## config.mk

```make
export PLATFORM = sky130hd
export DESIGN_NAME = amount_to_voice_tracks
export DESIGN_NICKNAME = d
export VERILOG_FILES = /design/src/atvt_pkg.sv /design/src/atvt_front.sv /design/src/atvt_fifo.sv /design/src/atvt_back.sv /design/src/amount_to_voice_tracks.sv
export SDC_FILE = /design/constraint.sdc
export NUM_CORES = 1
export LEC_CHECK = 0
export ABC_AREA = 1
export BUFFER_PORTS_ARGS = -buffer_cell sky130_fd_sc_hd__buf_4
export CAP_MARGIN = 25
export CORE_MARGIN = 2
export CORE_UTILIZATION = 31
export CTS_CLUSTER_DIAMETER = 50
export CTS_CLUSTER_SIZE = 20
export DETAILED_ROUTE_END_ITERATION = 10
export PLACE_DENSITY = 0.54
export REMOVE_ABC_BUFFERS = 1
export SYNTH_ARGS = -nofsm -noshare
export SYNTH_HDL_FRONTEND = slang
export SYNTH_SLANG_ARGS = --single-unit
```

## constraint.sdc

```tcl
create_clock -name clock -period 21.6 [get_ports clock]
set_clock_uncertainty 0.2 [all_clocks]
set_input_delay 2.16 -clock clock [delete_from_list [all_inputs] [get_ports clock]]
set_output_delay 2.16 -clock clock [all_outputs]
set_load 0.005 [all_outputs]
```

## src/atvt_pkg.sv

```systemverilog
// Shared types and constants of the amount to voice track block.
package atvt_pkg;

   localparam int AMOUNT_W       = 32;
   localparam int TRACK_W        = 5;
   localparam int DIGIT_W        = 4;
   localparam int NUM_DIGITS     = 10;
   localparam int BCD_W          = NUM_DIGITS * DIGIT_W;
   localparam int BITS_PER_STAGE = 4;
   localparam int NUM_STAGES     = AMOUNT_W / BITS_PER_STAGE;
   localparam int FIFO_DEPTH     = 2;
   localparam int PTR_W          = $clog2(FIFO_DEPTH);
   localparam int CNT_W          = $clog2(FIFO_DEPTH + 1);

   typedef logic signed [AMOUNT_W-1:0]          amount_type;
   typedef logic [TRACK_W-1:0]                  track_type;
   typedef logic [DIGIT_W-1:0]                  digit_type;
   typedef logic [NUM_DIGITS-1:0][DIGIT_W-1:0]  bcd_type;

   typedef struct packed {
      logic    valid;
      bcd_type digits;
   } bcd_xfer_type;

   localparam track_type TRK_TEN          = 5'd10;
   localparam track_type TRK_ELEVEN       = 5'd11;
   localparam track_type TRK_TEEN         = 5'd12;
   localparam track_type TRK_TENS         = 5'd13;
   localparam track_type TRK_ONE_HUNDRED  = 5'd14;
   localparam track_type TRK_HUNDRED      = 5'd15;
   localparam track_type TRK_ONE_THOUSAND = 5'd16;
   localparam track_type TRK_THOUSAND     = 5'd17;
   localparam track_type TRK_MILLION      = 5'd18;
   localparam track_type TRK_SUFFIX       = 5'd19;
   localparam track_type TRK_PREFIX       = 5'd20;

endpackage

```

## src/atvt_front.sv

```systemverilog
// Front end: accepts amounts and converts them to decimal digits in a pipeline.
module atvt_front (
   input  logic                 clock,
   input  logic                 reset,
   input  logic                 req_valid,
   output logic                 req_ready,
   input  atvt_pkg::amount_type req_amount,
   input  logic                 q_full,
   output atvt_pkg::bcd_xfer_type q_push
);
   import atvt_pkg::*;

   localparam int LAST = NUM_STAGES - 1;

   logic                  valid_ff [NUM_STAGES];
   logic                  valid_in [NUM_STAGES];
   bcd_type               bcd_ff   [NUM_STAGES];
   bcd_type               bcd_in   [NUM_STAGES];
   logic [AMOUNT_W-1:0]   bin_ff   [NUM_STAGES-1];
   logic [AMOUNT_W-1:0]   bin_in   [NUM_STAGES-1];
   logic [AMOUNT_W-1:0]   value;
   logic                  advance;

   // Shift-and-add-three conversion of one group of input bits, most significant first.
   function automatic bcd_type dd_nibble(bcd_type bcd_i, logic [BITS_PER_STAGE-1:0] bits);
      bcd_type          acc;
      logic [BCD_W-1:0] flat;
      acc = bcd_i;
      for (int b = BITS_PER_STAGE - 1; b >= 0; b--) begin
         for (int i = 0; i < NUM_DIGITS; i++) begin
            if (acc[i] >= 4'd5) begin
               acc[i] = acc[i] + 4'd3;
            end
         end
         flat = acc;
         flat = {flat[BCD_W-2:0], bits[b]};
         acc  = flat;
      end
      return acc;
   endfunction

   // A zero or negative amount is spoken as nothing, so it enters as zero.
   assign value   = req_amount[AMOUNT_W-1] ? '0 : req_amount;
   assign advance = !(valid_ff[LAST] && q_full);
   assign req_ready = advance;

   always_comb begin
      valid_in[0] = req_valid;
      bin_in[0]   = value;
      bcd_in[0]   = dd_nibble('0, value[AMOUNT_W-1 -: BITS_PER_STAGE]);
      for (int k = 1; k < NUM_STAGES; k++) begin
         valid_in[k] = valid_ff[k-1];
         bcd_in[k]   = dd_nibble(bcd_ff[k-1],
                                 bin_ff[k-1][AMOUNT_W-1-BITS_PER_STAGE*k -: BITS_PER_STAGE]);
      end
      for (int k = 1; k < NUM_STAGES - 1; k++) begin
         bin_in[k] = bin_ff[k-1];
      end
   end

   always_ff @(posedge clock) begin
      if (reset) begin
         for (int k = 0; k < NUM_STAGES; k++) begin
            valid_ff[k] <= 1'b0;
         end
      end else if (advance) begin
         for (int k = 0; k < NUM_STAGES; k++) begin
            valid_ff[k] <= valid_in[k];
         end
      end
   end

   always_ff @(posedge clock) begin
      if (advance) begin
         for (int k = 0; k < NUM_STAGES; k++) begin
            bcd_ff[k] <= bcd_in[k];
         end
         for (int k = 0; k < NUM_STAGES - 1; k++) begin
            bin_ff[k] <= bin_in[k];
         end
      end
   end

   assign q_push.valid  = valid_ff[LAST];
   assign q_push.digits = bcd_ff[LAST];

endmodule

```

## src/atvt_fifo.sv

```systemverilog
// Short queue of converted amounts between the front end and the track sequencer.
module atvt_fifo (
   input  logic                   clock,
   input  logic                   reset,
   input  atvt_pkg::bcd_xfer_type q_push,
   output logic                   q_full,
   output logic                   head_valid,
   output atvt_pkg::bcd_type      head_digits,
   input  logic                   pop
);
   import atvt_pkg::*;

   bcd_type          mem_ff [FIFO_DEPTH];
   logic [PTR_W-1:0] wr_ptr_ff;
   logic [PTR_W-1:0] wr_ptr_in;
   logic [PTR_W-1:0] rd_ptr_ff;
   logic [PTR_W-1:0] rd_ptr_in;
   logic [CNT_W-1:0] cnt_ff;
   logic [CNT_W-1:0] cnt_in;
   logic             push_en;
   logic             pop_en;

   assign q_full      = (cnt_ff == CNT_W'(FIFO_DEPTH));
   assign head_valid  = (cnt_ff != '0);
   assign head_digits = mem_ff[rd_ptr_ff];
   assign push_en     = q_push.valid && !q_full;
   assign pop_en      = pop && head_valid;

   always_comb begin
      wr_ptr_in = push_en ? wr_ptr_ff + PTR_W'(1) : wr_ptr_ff;
      rd_ptr_in = pop_en ? rd_ptr_ff + PTR_W'(1) : rd_ptr_ff;
      cnt_in    = cnt_ff + CNT_W'(push_en) - CNT_W'(pop_en);
   end

   always_ff @(posedge clock) begin
      if (reset) begin
         wr_ptr_ff <= '0;
         rd_ptr_ff <= '0;
         cnt_ff    <= '0;
      end else begin
         wr_ptr_ff <= wr_ptr_in;
         rd_ptr_ff <= rd_ptr_in;
         cnt_ff    <= cnt_in;
      end
   end

   always_ff @(posedge clock) begin
      if (push_en) begin
         mem_ff[wr_ptr_ff] <= q_push.digits;
      end
   end

endmodule

```

## src/atvt_back.sv

```systemverilog
// Back end: walks an amount's phrases, one track per cycle while rsp_ready is high.
module atvt_back (
   input  logic                 clock,
   input  logic                 reset,
   input  logic                 head_valid,
   input  atvt_pkg::bcd_type    head_digits,
   output logic                 pop,
   output logic                 rsp_valid,
   input  logic                 rsp_ready,
   output atvt_pkg::track_type  rsp_track,
   output logic                 rsp_last
);
   import atvt_pkg::*;

   localparam int MAX_TOKENS = 5;
   localparam int TOK_IDX_W  = $clog2(MAX_TOKENS);
   localparam int TOK_CNT_W  = $clog2(MAX_TOKENS + 1);
   localparam int NUM_SLOTS  = 8;
   localparam int SLOT_W     = $clog2(NUM_SLOTS);

   typedef logic [SLOT_W-1:0] slot_type;

   typedef struct packed {
      logic [MAX_TOKENS-1:0][TRACK_W-1:0] tok;
      logic [TOK_CNT_W-1:0]               cnt;
   } phrase_type;

   localparam slot_type SLOT_PREFIX    = 3'd0;
   localparam slot_type SLOT_MEGA_THOU = 3'd1;
   localparam slot_type SLOT_MEGA_LOW  = 3'd2;
   localparam slot_type SLOT_MILLION   = 3'd3;
   localparam slot_type SLOT_THOU      = 3'd4;
   localparam slot_type SLOT_THOU_WORD = 3'd5;
   localparam slot_type SLOT_UNITS     = 3'd6;
   localparam slot_type SLOT_SUFFIX    = 3'd7;

   function automatic phrase_type push(phrase_type p_i, track_type t);
      phrase_type p;
      p = p_i;
      p.tok[p.cnt[TOK_IDX_W-1:0]] = t;
      p.cnt = p.cnt + TOK_CNT_W'(1);
      return p;
   endfunction

   function automatic phrase_type single(track_type t);
      phrase_type p;
      p = '0;
      p = push(p, t);
      return p;
   endfunction

   // Words for a group below one thousand, given as hundreds, tens and units digits.
   function automatic phrase_type say_group(digit_type h, digit_type t, digit_type u);
      phrase_type p;
      p = '0;
      if (h == 4'd1) begin
         p = push(p, TRK_ONE_HUNDRED);
      end else if (h != 4'd0) begin
         p = push(p, track_type'(h));
         p = push(p, TRK_HUNDRED);
      end
      if (t == 4'd0) begin
         if (u != 4'd0) begin
            p = push(p, track_type'(u));
         end
      end else if (t == 4'd1) begin
         if (u == 4'd0) begin
            p = push(p, TRK_TEN);
         end else if (u == 4'd1) begin
            p = push(p, TRK_ELEVEN);
         end else begin
            p = push(p, track_type'(u));
            p = push(p, TRK_TEEN);
         end
      end else begin
         p = push(p, track_type'(t));
         p = push(p, TRK_TENS);
         if (u != 4'd0) begin
            p = push(p, track_type'(u));
         end
      end
      return p;
   endfunction

   phrase_type           ph [NUM_SLOTS];
   phrase_type           cur;
   slot_type             slot_ff;
   slot_type             slot_in;
   slot_type             next_slot;
   logic [TOK_IDX_W-1:0] idx_ff;
   logic [TOK_IDX_W-1:0] idx_in;
   logic                 rsp_valid_ff;
   logic                 rsp_valid_in;
   track_type            track_ff;
   track_type            track_in;
   logic                 last_ff;
   logic                 last_in;
   logic                 load;
   logic                 emit;
   logic                 phrase_end;
   logic                 is_suffix;
   logic                 mega_nonzero;
   logic                 thou_zero;
   logic                 thou_one;

   assign mega_nonzero = (head_digits[9] != '0) || (head_digits[8] != '0)
                      || (head_digits[7] != '0) || (head_digits[6] != '0);
   assign thou_zero = (head_digits[5] == '0) && (head_digits[4] == '0)
                   && (head_digits[3] == '0);
   assign thou_one  = (head_digits[5] == '0) && (head_digits[4] == '0)
                   && (head_digits[3] == 4'd1);

   always_comb begin
      ph[SLOT_PREFIX] = single(TRK_PREFIX);
      if (head_digits[9] == 4'd1) begin
         ph[SLOT_MEGA_THOU] = single(TRK_ONE_THOUSAND);
      end else if (head_digits[9] != '0) begin
         ph[SLOT_MEGA_THOU] = push(say_group('0, '0, head_digits[9]), TRK_THOUSAND);
      end else begin
         ph[SLOT_MEGA_THOU] = '0;
      end
      ph[SLOT_MEGA_LOW]  = say_group(head_digits[8], head_digits[7], head_digits[6]);
      ph[SLOT_MILLION]   = mega_nonzero ? single(TRK_MILLION) : '0;
      ph[SLOT_THOU]      = thou_one ? single(TRK_ONE_THOUSAND)
                                    : say_group(head_digits[5], head_digits[4], head_digits[3]);
      ph[SLOT_THOU_WORD] = (!thou_zero && !thou_one) ? single(TRK_THOUSAND) : '0;
      ph[SLOT_UNITS]     = say_group(head_digits[2], head_digits[1], head_digits[0]);
      ph[SLOT_SUFFIX]    = single(TRK_SUFFIX);
   end

   always_comb begin
      next_slot = SLOT_SUFFIX;
      for (int k = NUM_SLOTS - 1; k >= 0; k--) begin
         if (slot_type'(k) > slot_ff && ph[k].cnt != '0) begin
            next_slot = slot_type'(k);
         end
      end
   end

   assign cur        = ph[slot_ff];
   assign load       = !rsp_valid_ff || rsp_ready;
   assign emit       = load && head_valid;
   assign phrase_end = (TOK_CNT_W'(idx_ff) == cur.cnt - TOK_CNT_W'(1));
   assign is_suffix  = (slot_ff == SLOT_SUFFIX);
   assign pop        = emit && phrase_end && is_suffix;

   always_comb begin
      slot_in      = slot_ff;
      idx_in       = idx_ff;
      track_in     = track_ff;
      last_in      = last_ff;
      rsp_valid_in = load ? 1'b0 : rsp_valid_ff;
      if (emit) begin
         rsp_valid_in = 1'b1;
         track_in     = cur.tok[idx_ff];
         last_in      = is_suffix;
         if (phrase_end) begin
            idx_in  = '0;
            slot_in = is_suffix ? SLOT_PREFIX : next_slot;
         end else begin
            idx_in = idx_ff + TOK_IDX_W'(1);
         end
      end
   end

   always_ff @(posedge clock) begin
      if (reset) begin
         slot_ff      <= SLOT_PREFIX;
         idx_ff       <= '0;
         rsp_valid_ff <= 1'b0;
      end else begin
         slot_ff      <= slot_in;
         idx_ff       <= idx_in;
         rsp_valid_ff <= rsp_valid_in;
      end
   end

   always_ff @(posedge clock) begin
      track_ff <= track_in;
      last_ff  <= last_in;
   end

   assign rsp_valid = rsp_valid_ff;
   assign rsp_track = track_ff;
   assign rsp_last  = last_ff;

endmodule

```

## src/amount_to_voice_tracks.sv

```systemverilog
// Top level of the block that turns a money amount into Indonesian voice tracks.
//
// The req_ channel takes one signed 32-bit amount per transaction. The rsp_
// channel returns the voice tracks that announce it, one per transaction:
// prefix track 20, the word tracks, then suffix track 19 with rsp_last set.
// A zero or negative amount gives only the prefix and the suffix.
// An amount passes an eight-stage binary to decimal pipeline (four bits a
// stage), waits in a two-entry queue, and is then spoken by a sequencer that
// emits one track per cycle while rsp_ready stays high. An amount is spoken
// as 2 to 20 tracks, and that track count sets the sustained throughput.
// req_ready stays high while the last pipeline stage can move into the queue,
// so new amounts are taken while earlier ones are still being spoken.
// When the receiver holds rsp_ready low, the output register keeps its track,
// the queue fills and the pipeline then stalls as a whole.
// Synchronous reset empties the pipeline, the queue and the output register.
module amount_to_voice_tracks (
   input  logic                 clock,
   input  logic                 reset,
   input  logic                 req_valid,
   output logic                 req_ready,
   input  atvt_pkg::amount_type req_amount,
   output logic                 rsp_valid,
   input  logic                 rsp_ready,
   output atvt_pkg::track_type  rsp_track,
   output logic                 rsp_last
);
   import atvt_pkg::*;

   bcd_xfer_type q_push;
   logic         q_full;
   logic         head_valid;
   bcd_type      head_digits;
   logic         pop;

   atvt_front u_front (
      .clock      (clock),
      .reset      (reset),
      .req_valid  (req_valid),
      .req_ready  (req_ready),
      .req_amount (req_amount),
      .q_full     (q_full),
      .q_push     (q_push)
   );

   atvt_fifo u_fifo (
      .clock       (clock),
      .reset       (reset),
      .q_push      (q_push),
      .q_full      (q_full),
      .head_valid  (head_valid),
      .head_digits (head_digits),
      .pop         (pop)
   );

   atvt_back u_back (
      .clock       (clock),
      .reset       (reset),
      .head_valid  (head_valid),
      .head_digits (head_digits),
      .pop         (pop),
      .rsp_valid   (rsp_valid),
      .rsp_ready   (rsp_ready),
      .rsp_track   (rsp_track),
      .rsp_last    (rsp_last)
   );

endmodule

```

* After elaboration in Yosys (flattened, before gate mapping)
Memory sizes are Yosys's and may differ from the RTL's. A register that Yosys moved wholly into a read port is not among the register bits. Cells that the tools add are included.
Cells by class: add/sub/neg operators 297, $lt $le $gt $ge 310, equality and inequality tests 13, mux-type cells 375, bitwise gates (word level) 48, reductions and logical operators 59
Operators by type and width (number):
- $ge A4 B3 Y1 const B | 280
- $mux W4 | 253
- $add A4 B2 Y4 const B | 252
- $mux W28 | 28
- $bwmux W25 | 9
- $demux W5 S3 | 10
- $and A15 B15 Y15 | 7
- $not A15 Y15 | 7
- $mux W3 | 34
- $or A15 B15 Y15 | 6
- $add A3 B2 Y3 const B | 28
- $bmux W28 S3 | 1
- $or A10 B10 Y10 | 7
- $and A10 B10 Y10 | 6
- $not A10 Y10 | 6
- $mux W5 | 11
- $lt A3 B4 Y1 const B | 11
- $eq A4 B1 Y1 const B | 10
- $mux W12 | 3
- $add A3 B1 Y3 const B | 11
- $reduce_bool A4 Y1 | 8
- $mux W31 | 1
- $ge A3 B1 Y1 const B | 10
- $logic_not A4 Y1 | 7
- 25 further kinds | 96
Word-level totals: bits in registers 17, RAM bits 632, output and inout bits 8, logic and storage cells 1114, memories kept 4
Memory list:
- u_front.bcd_ff | depth 8, bits a word 40, read ports 8, clocked after Yosys merged registers in 0, write ports 8, RTL line atvt_front.sv:17 | bcd_type bcd_ff [NUM_STAGES];
- u_front.bin_ff | depth 7, bits a word 32, read ports 7, clocked after Yosys merged registers in 0, write ports 7, RTL line atvt_front.sv:19 | logic [AMOUNT_W-1:0] bin_ff [NUM_STAGES-1];
- u_fifo.mem_ff | depth 2, bits a word 40, read ports 1, clocked after Yosys merged registers in 1, write ports 1, RTL line atvt_fifo.sv:13 | bcd_type mem_ff [FIFO_DEPTH];
- u_front.valid_ff | depth 8, bits a word 1, read ports 8, clocked after Yosys merged registers in 0, write ports 8, RTL line atvt_front.sv:15 | logic valid_ff [NUM_STAGES];

* Longest topological paths before layout
word-level depth 25, mapped depth 30, mapped depth without buffers 28

* Hierarchy
Synthesis repeated with hierarchy kept, for this count alone.
Unflattened totals: cell total of the unflattened synthesis 4045, area total of the unflattened synthesis 30286.5 um2
Modules (own cells, without submodules):
- atvt_front | times used 1, cells an instance 3233, area an instance 23752.8 um2, sequential area each 8858.5 um2
- atvt_back | times used 1, cells an instance 649, area an instance 3384.5 um2, sequential area each 320.3 um2
- atvt_fifo | times used 1, cells an instance 163, area an instance 3149.3 um2, sequential area each 2502.4 um2

* Worst setup path before layout
OpenSTA, ideal clock, no wires.
path type flip-flop to flip-flop, from register u_fifo.cnt_ff[0], to memory u_front.bcd_ff[0][121] (netlist bit) (enable), setup time 2.901 ns, arrival 6.861 ns, data required time 18.499 ns, slack 11.638 ns, cell stages (with the launch flop) 3, path buffers 0, period minus slack after synthesis 9.962 ns, path through dfxtp_1 -> inv_1 -> nand3_1
RTL lines:
- start, declared | RTL line atvt_fifo.sv:18 | logic [CNT_W-1:0] cnt_ff;
- start signal, assigned | RTL line atvt_fifo.sv:43 | cnt_ff <= cnt_in;
- end, declared | RTL line atvt_front.sv:17

==> results.md <==
* Maximum buffer depth of the clock tree at 3
* Initial antenna violation count at 0
* Largest net degree at the start of global routing at 64
* Tcrit/Tclk final at 25.5%
* I/O Buffers at 43
* Clock sinks at 393
* Post-route core utilization at 35.0%
* Share of layout cells above drive strength 1 at 5.83%
* Post-Layout Inst Area at around 0.034 mm2
* Nets at between 4000 and 5000
* Min Tclk post-route at 5.50 ns
* Post-CTS Resized at 0
* Area growth, synth to finish at 11.9%
* Mapped Cells at 4051
* Hold Crit Class: register to register
* Synth Register Bits at 393
* First-pass GRT wire length at 101000 um
* Synth Flop Type: edfxtp_1
* R2R Setup Slk at 16.10 ns
* Vias in the first global route at 23400
* Ant diodes at 0
* DR DRC count at 0
* Core area at slightly below 0.1 mm2
* Worst-path clk slew at 0.08 ns
* Pins Over Slew Limit at 0
* Gr ovfl total at 0
* Die area at between 0.1 and 0.15 mm2
* Required time of the critical path at roughly 22 ns
* CP Class: register to register
* Fillcell total at 10400
* GP Congestion at 0.887
* Synthesis Warnings at 0
* CP endpoint kind: register
* Initial Utilization at 31.3%
* Crit Path Max Fanout at 39
* Final setup viols at 0
* Synth Area per Inst at 7.60 um2
* Unique masters post-synth at 53
* Post-synthesis sequential area ratio at 37.9%
* Drt pass-1 iters at 5
* Cell Rows at approximately 120
* CP Data Arrival Time at 5.84 ns
* Total of max-cap violations at 0
* Setup bufs post-CTS at 0
* Run status: finished, final reports clean
* Hpwl dp at 43900 um
* Cell area after placement at 0.0326 mm2
* Commonest non-fill, non-tap cell in the layout: nand2_1
* Slew headroom at 41.0%
* Num ports at 44
* Worst hold slack at approximately 0.22 ns
* Final TNS setup at 0 ns
* Starting DRT DRC Count at just over 1000
* Skew-Pair Late Insertion Delay at 0.62 ns
* CTS tree: built
* Routed vias/inst at 4.45
* Cts bufs inserted at between 50 and 60
* H-tree levels at 2
* Hold-fix buffers at CTS at 0
* RSZ-0062 raised after global routing: no
* Hold Vio Cnt, Final at 0
* Die Wd at 319 um
* Clock Tree Root: clkbuf_16
* Remaining antenna violation count at 0
* EDFF count, synth at 381
* Worst-Margin Slew at around 0.89 ns
* Commonest cells after routing, fill and taps aside: nand2_1, inv_1, edfxtp_1
* DIE HEIGHT at 319 um
* All-layer global routing usage at 11.5%
* Post-Route WL at between 50000 and 60000 um
* Post-Syn Area at between 0.03 and 0.04 mm2
* CP Launch Type: register
* Max Freq at roughly 180 MHz
* Wire length per cell at 10.5 um
* Post-synth ARST share at 0%
* Via count at 24300
-- per-stage QoR --
stage / setup slack (ns) / instances
6_report: 16.10 / 5455
3_3_place_gp: 16.12 / 5358
3_5_place_dp: 16.16 / 5358
2_1_floorplan: 11.64 / 4019
5_1_grt: 15.50 / 5455
4_1_cts: 16.13 / 5455
-- registers in the layout, summed over array words and instances (netlist names), named ones only --
signal / flops
u_back.rsp_last: 1
u_fifo.rd_ptr_ff: 1
u_back.slot_ff: 3
u_fifo.mem_ff: 80
u_back.idx_ff: 3
u_back.rsp_track: 5
u_front.bin_ff: 120
u_front.valid_ff: 8
u_back.rsp_valid: 1
u_front.bcd_ff: 167
u_fifo.wr_ptr_ff: 1
u_fifo.cnt_ff: 2
-- per-layer routing --
layer / part of all wire (%) / routed length (um) / up-vias / track usage, %
li1: - / - / 13200 / -
met1: 46 / 26200 / 10700 / 13.3
met2: 48 / 27800 / 264 / 21.3
met3: 3.3 / 1900 / 101 / 1.84
met4: 2.7 / 1550 / 0 / 3.73
met5: 0 / 0 / - / 0
-- cell usage after synthesis, types with 3 or more instances --
cell type | count | area share [%]
and3_1 | 3 | 0.061
buf_2 | 3 | 0.049
nand4_1 | 16 | 0.33
and2_1 | 6 | 0.12
nor3_1 | 15 | 0.24
o21ai_0 | 321 | 5.2
nand3_1 | 207 | 3.4
inv_2 | 15 | 0.18
o21ai_1 | 89 | 1.4
nor2_1 | 305 | 3.7
o21a_1 | 9 | 0.22
a21o_1 | 3 | 0.073
nor2_2 | 9 | 0.18
o21ai_2 | 19 | 0.54
nor2_4 | 6 | 0.22
clkbuf_1 | 16 | 0.20
nand2_2 | 15 | 0.30
nand3b_1 | 18 | 0.44
buf_6 | 6 | 0.22
nand3_2 | 3 | 0.098
buf_4 | 5 | 0.12
o31ai_1 | 6 | 0.15
xor2_1 | 158 | 4.5
edfxtp_1 | 381 | 37
ha_1 | 302 | 12
o211ai_1 | 30 | 0.73
nand2_1 | 997 | 12
or2_2 | 23 | 0.47
a31oi_1 | 12 | 0.24
a21oi_1 | 176 | 2.9
o22ai_1 | 11 | 0.22
xnor2_1 | 14 | 0.40
dfxtp_1 | 12 | 0.78
inv_1 | 814 | 9.9
-- final timing paths --
path / cells after the start / endpoint / from
worst min register to register: 0 / u_front.bin_ff[1][8] / u_front.bin_ff[0][8]
worst max-delay path: 25 / u_fifo.cnt_ff[1] / register
worst min-delay path: 0 / u_front.bin_ff[1][8] / u_front.bin_ff[0][8]
worst max register to register: 25 / u_fifo.cnt_ff[1] / register
-- kinds of logic (layout without fill, tap and decap cells) --
| logic type | count (synthesis) | in the layout | share of synthesized area [%] |
|---|---|---|---|
| compound gates | 691 | 691 | 12.1 |
| buf+inv | 863 | 980 | 10.8 |
| flops | 393 | 393 | 37.9 |
| xor+xnor | 172 | 172 | 4.89 |
| simple gates | 1630 | 1630 | 22.0 |
| fa+ha+maj | 302 | 302 | 12.3 |
-- area by class of cell --
class | count | area, um2 | share of cell area [%]
multi-input cells | 2795 | 15800 | 45.9
repair buffers | 52 | 390 | 1.13
well taps | 1287 | 1610 | 4.67
clock buffers | 55 | 1330 | 3.87
clock inverters | 42 | 518 | 1.50
flip-flops and latches | 393 | 11700 | 33.9
inverters | 831 | 3120 | 9.05
-- worst max-delay path, cell delays in order (launching register included) --
cell     delay (ns)
dfxtp_2        0.86
inv_2          0.50
nand2_1        0.15
o21ai_1        0.09
nor2_1         0.62
nand2_1        0.42
inv_2          0.22
nand2_1        0.07
nand2_1        0.07
a31oi_1        0.10
o22ai_1        0.22
a21oi_1        0.11
ha_1           0.20
xnor2_1        0.17
inv_1          0.07
nand3_2        0.08
inv_2          0.04
nor2_2         0.15
nand3_4        0.13
nor2_4         0.13
ha_1           0.23
inv_1          0.06
ha_1           0.14
xor2_1         0.17
o21ai_0        0.10
a21oi_1        0.11
Power is not shown: default switching activity piles up to over one toggle a cycle in this logic, so the estimate is an artifact.
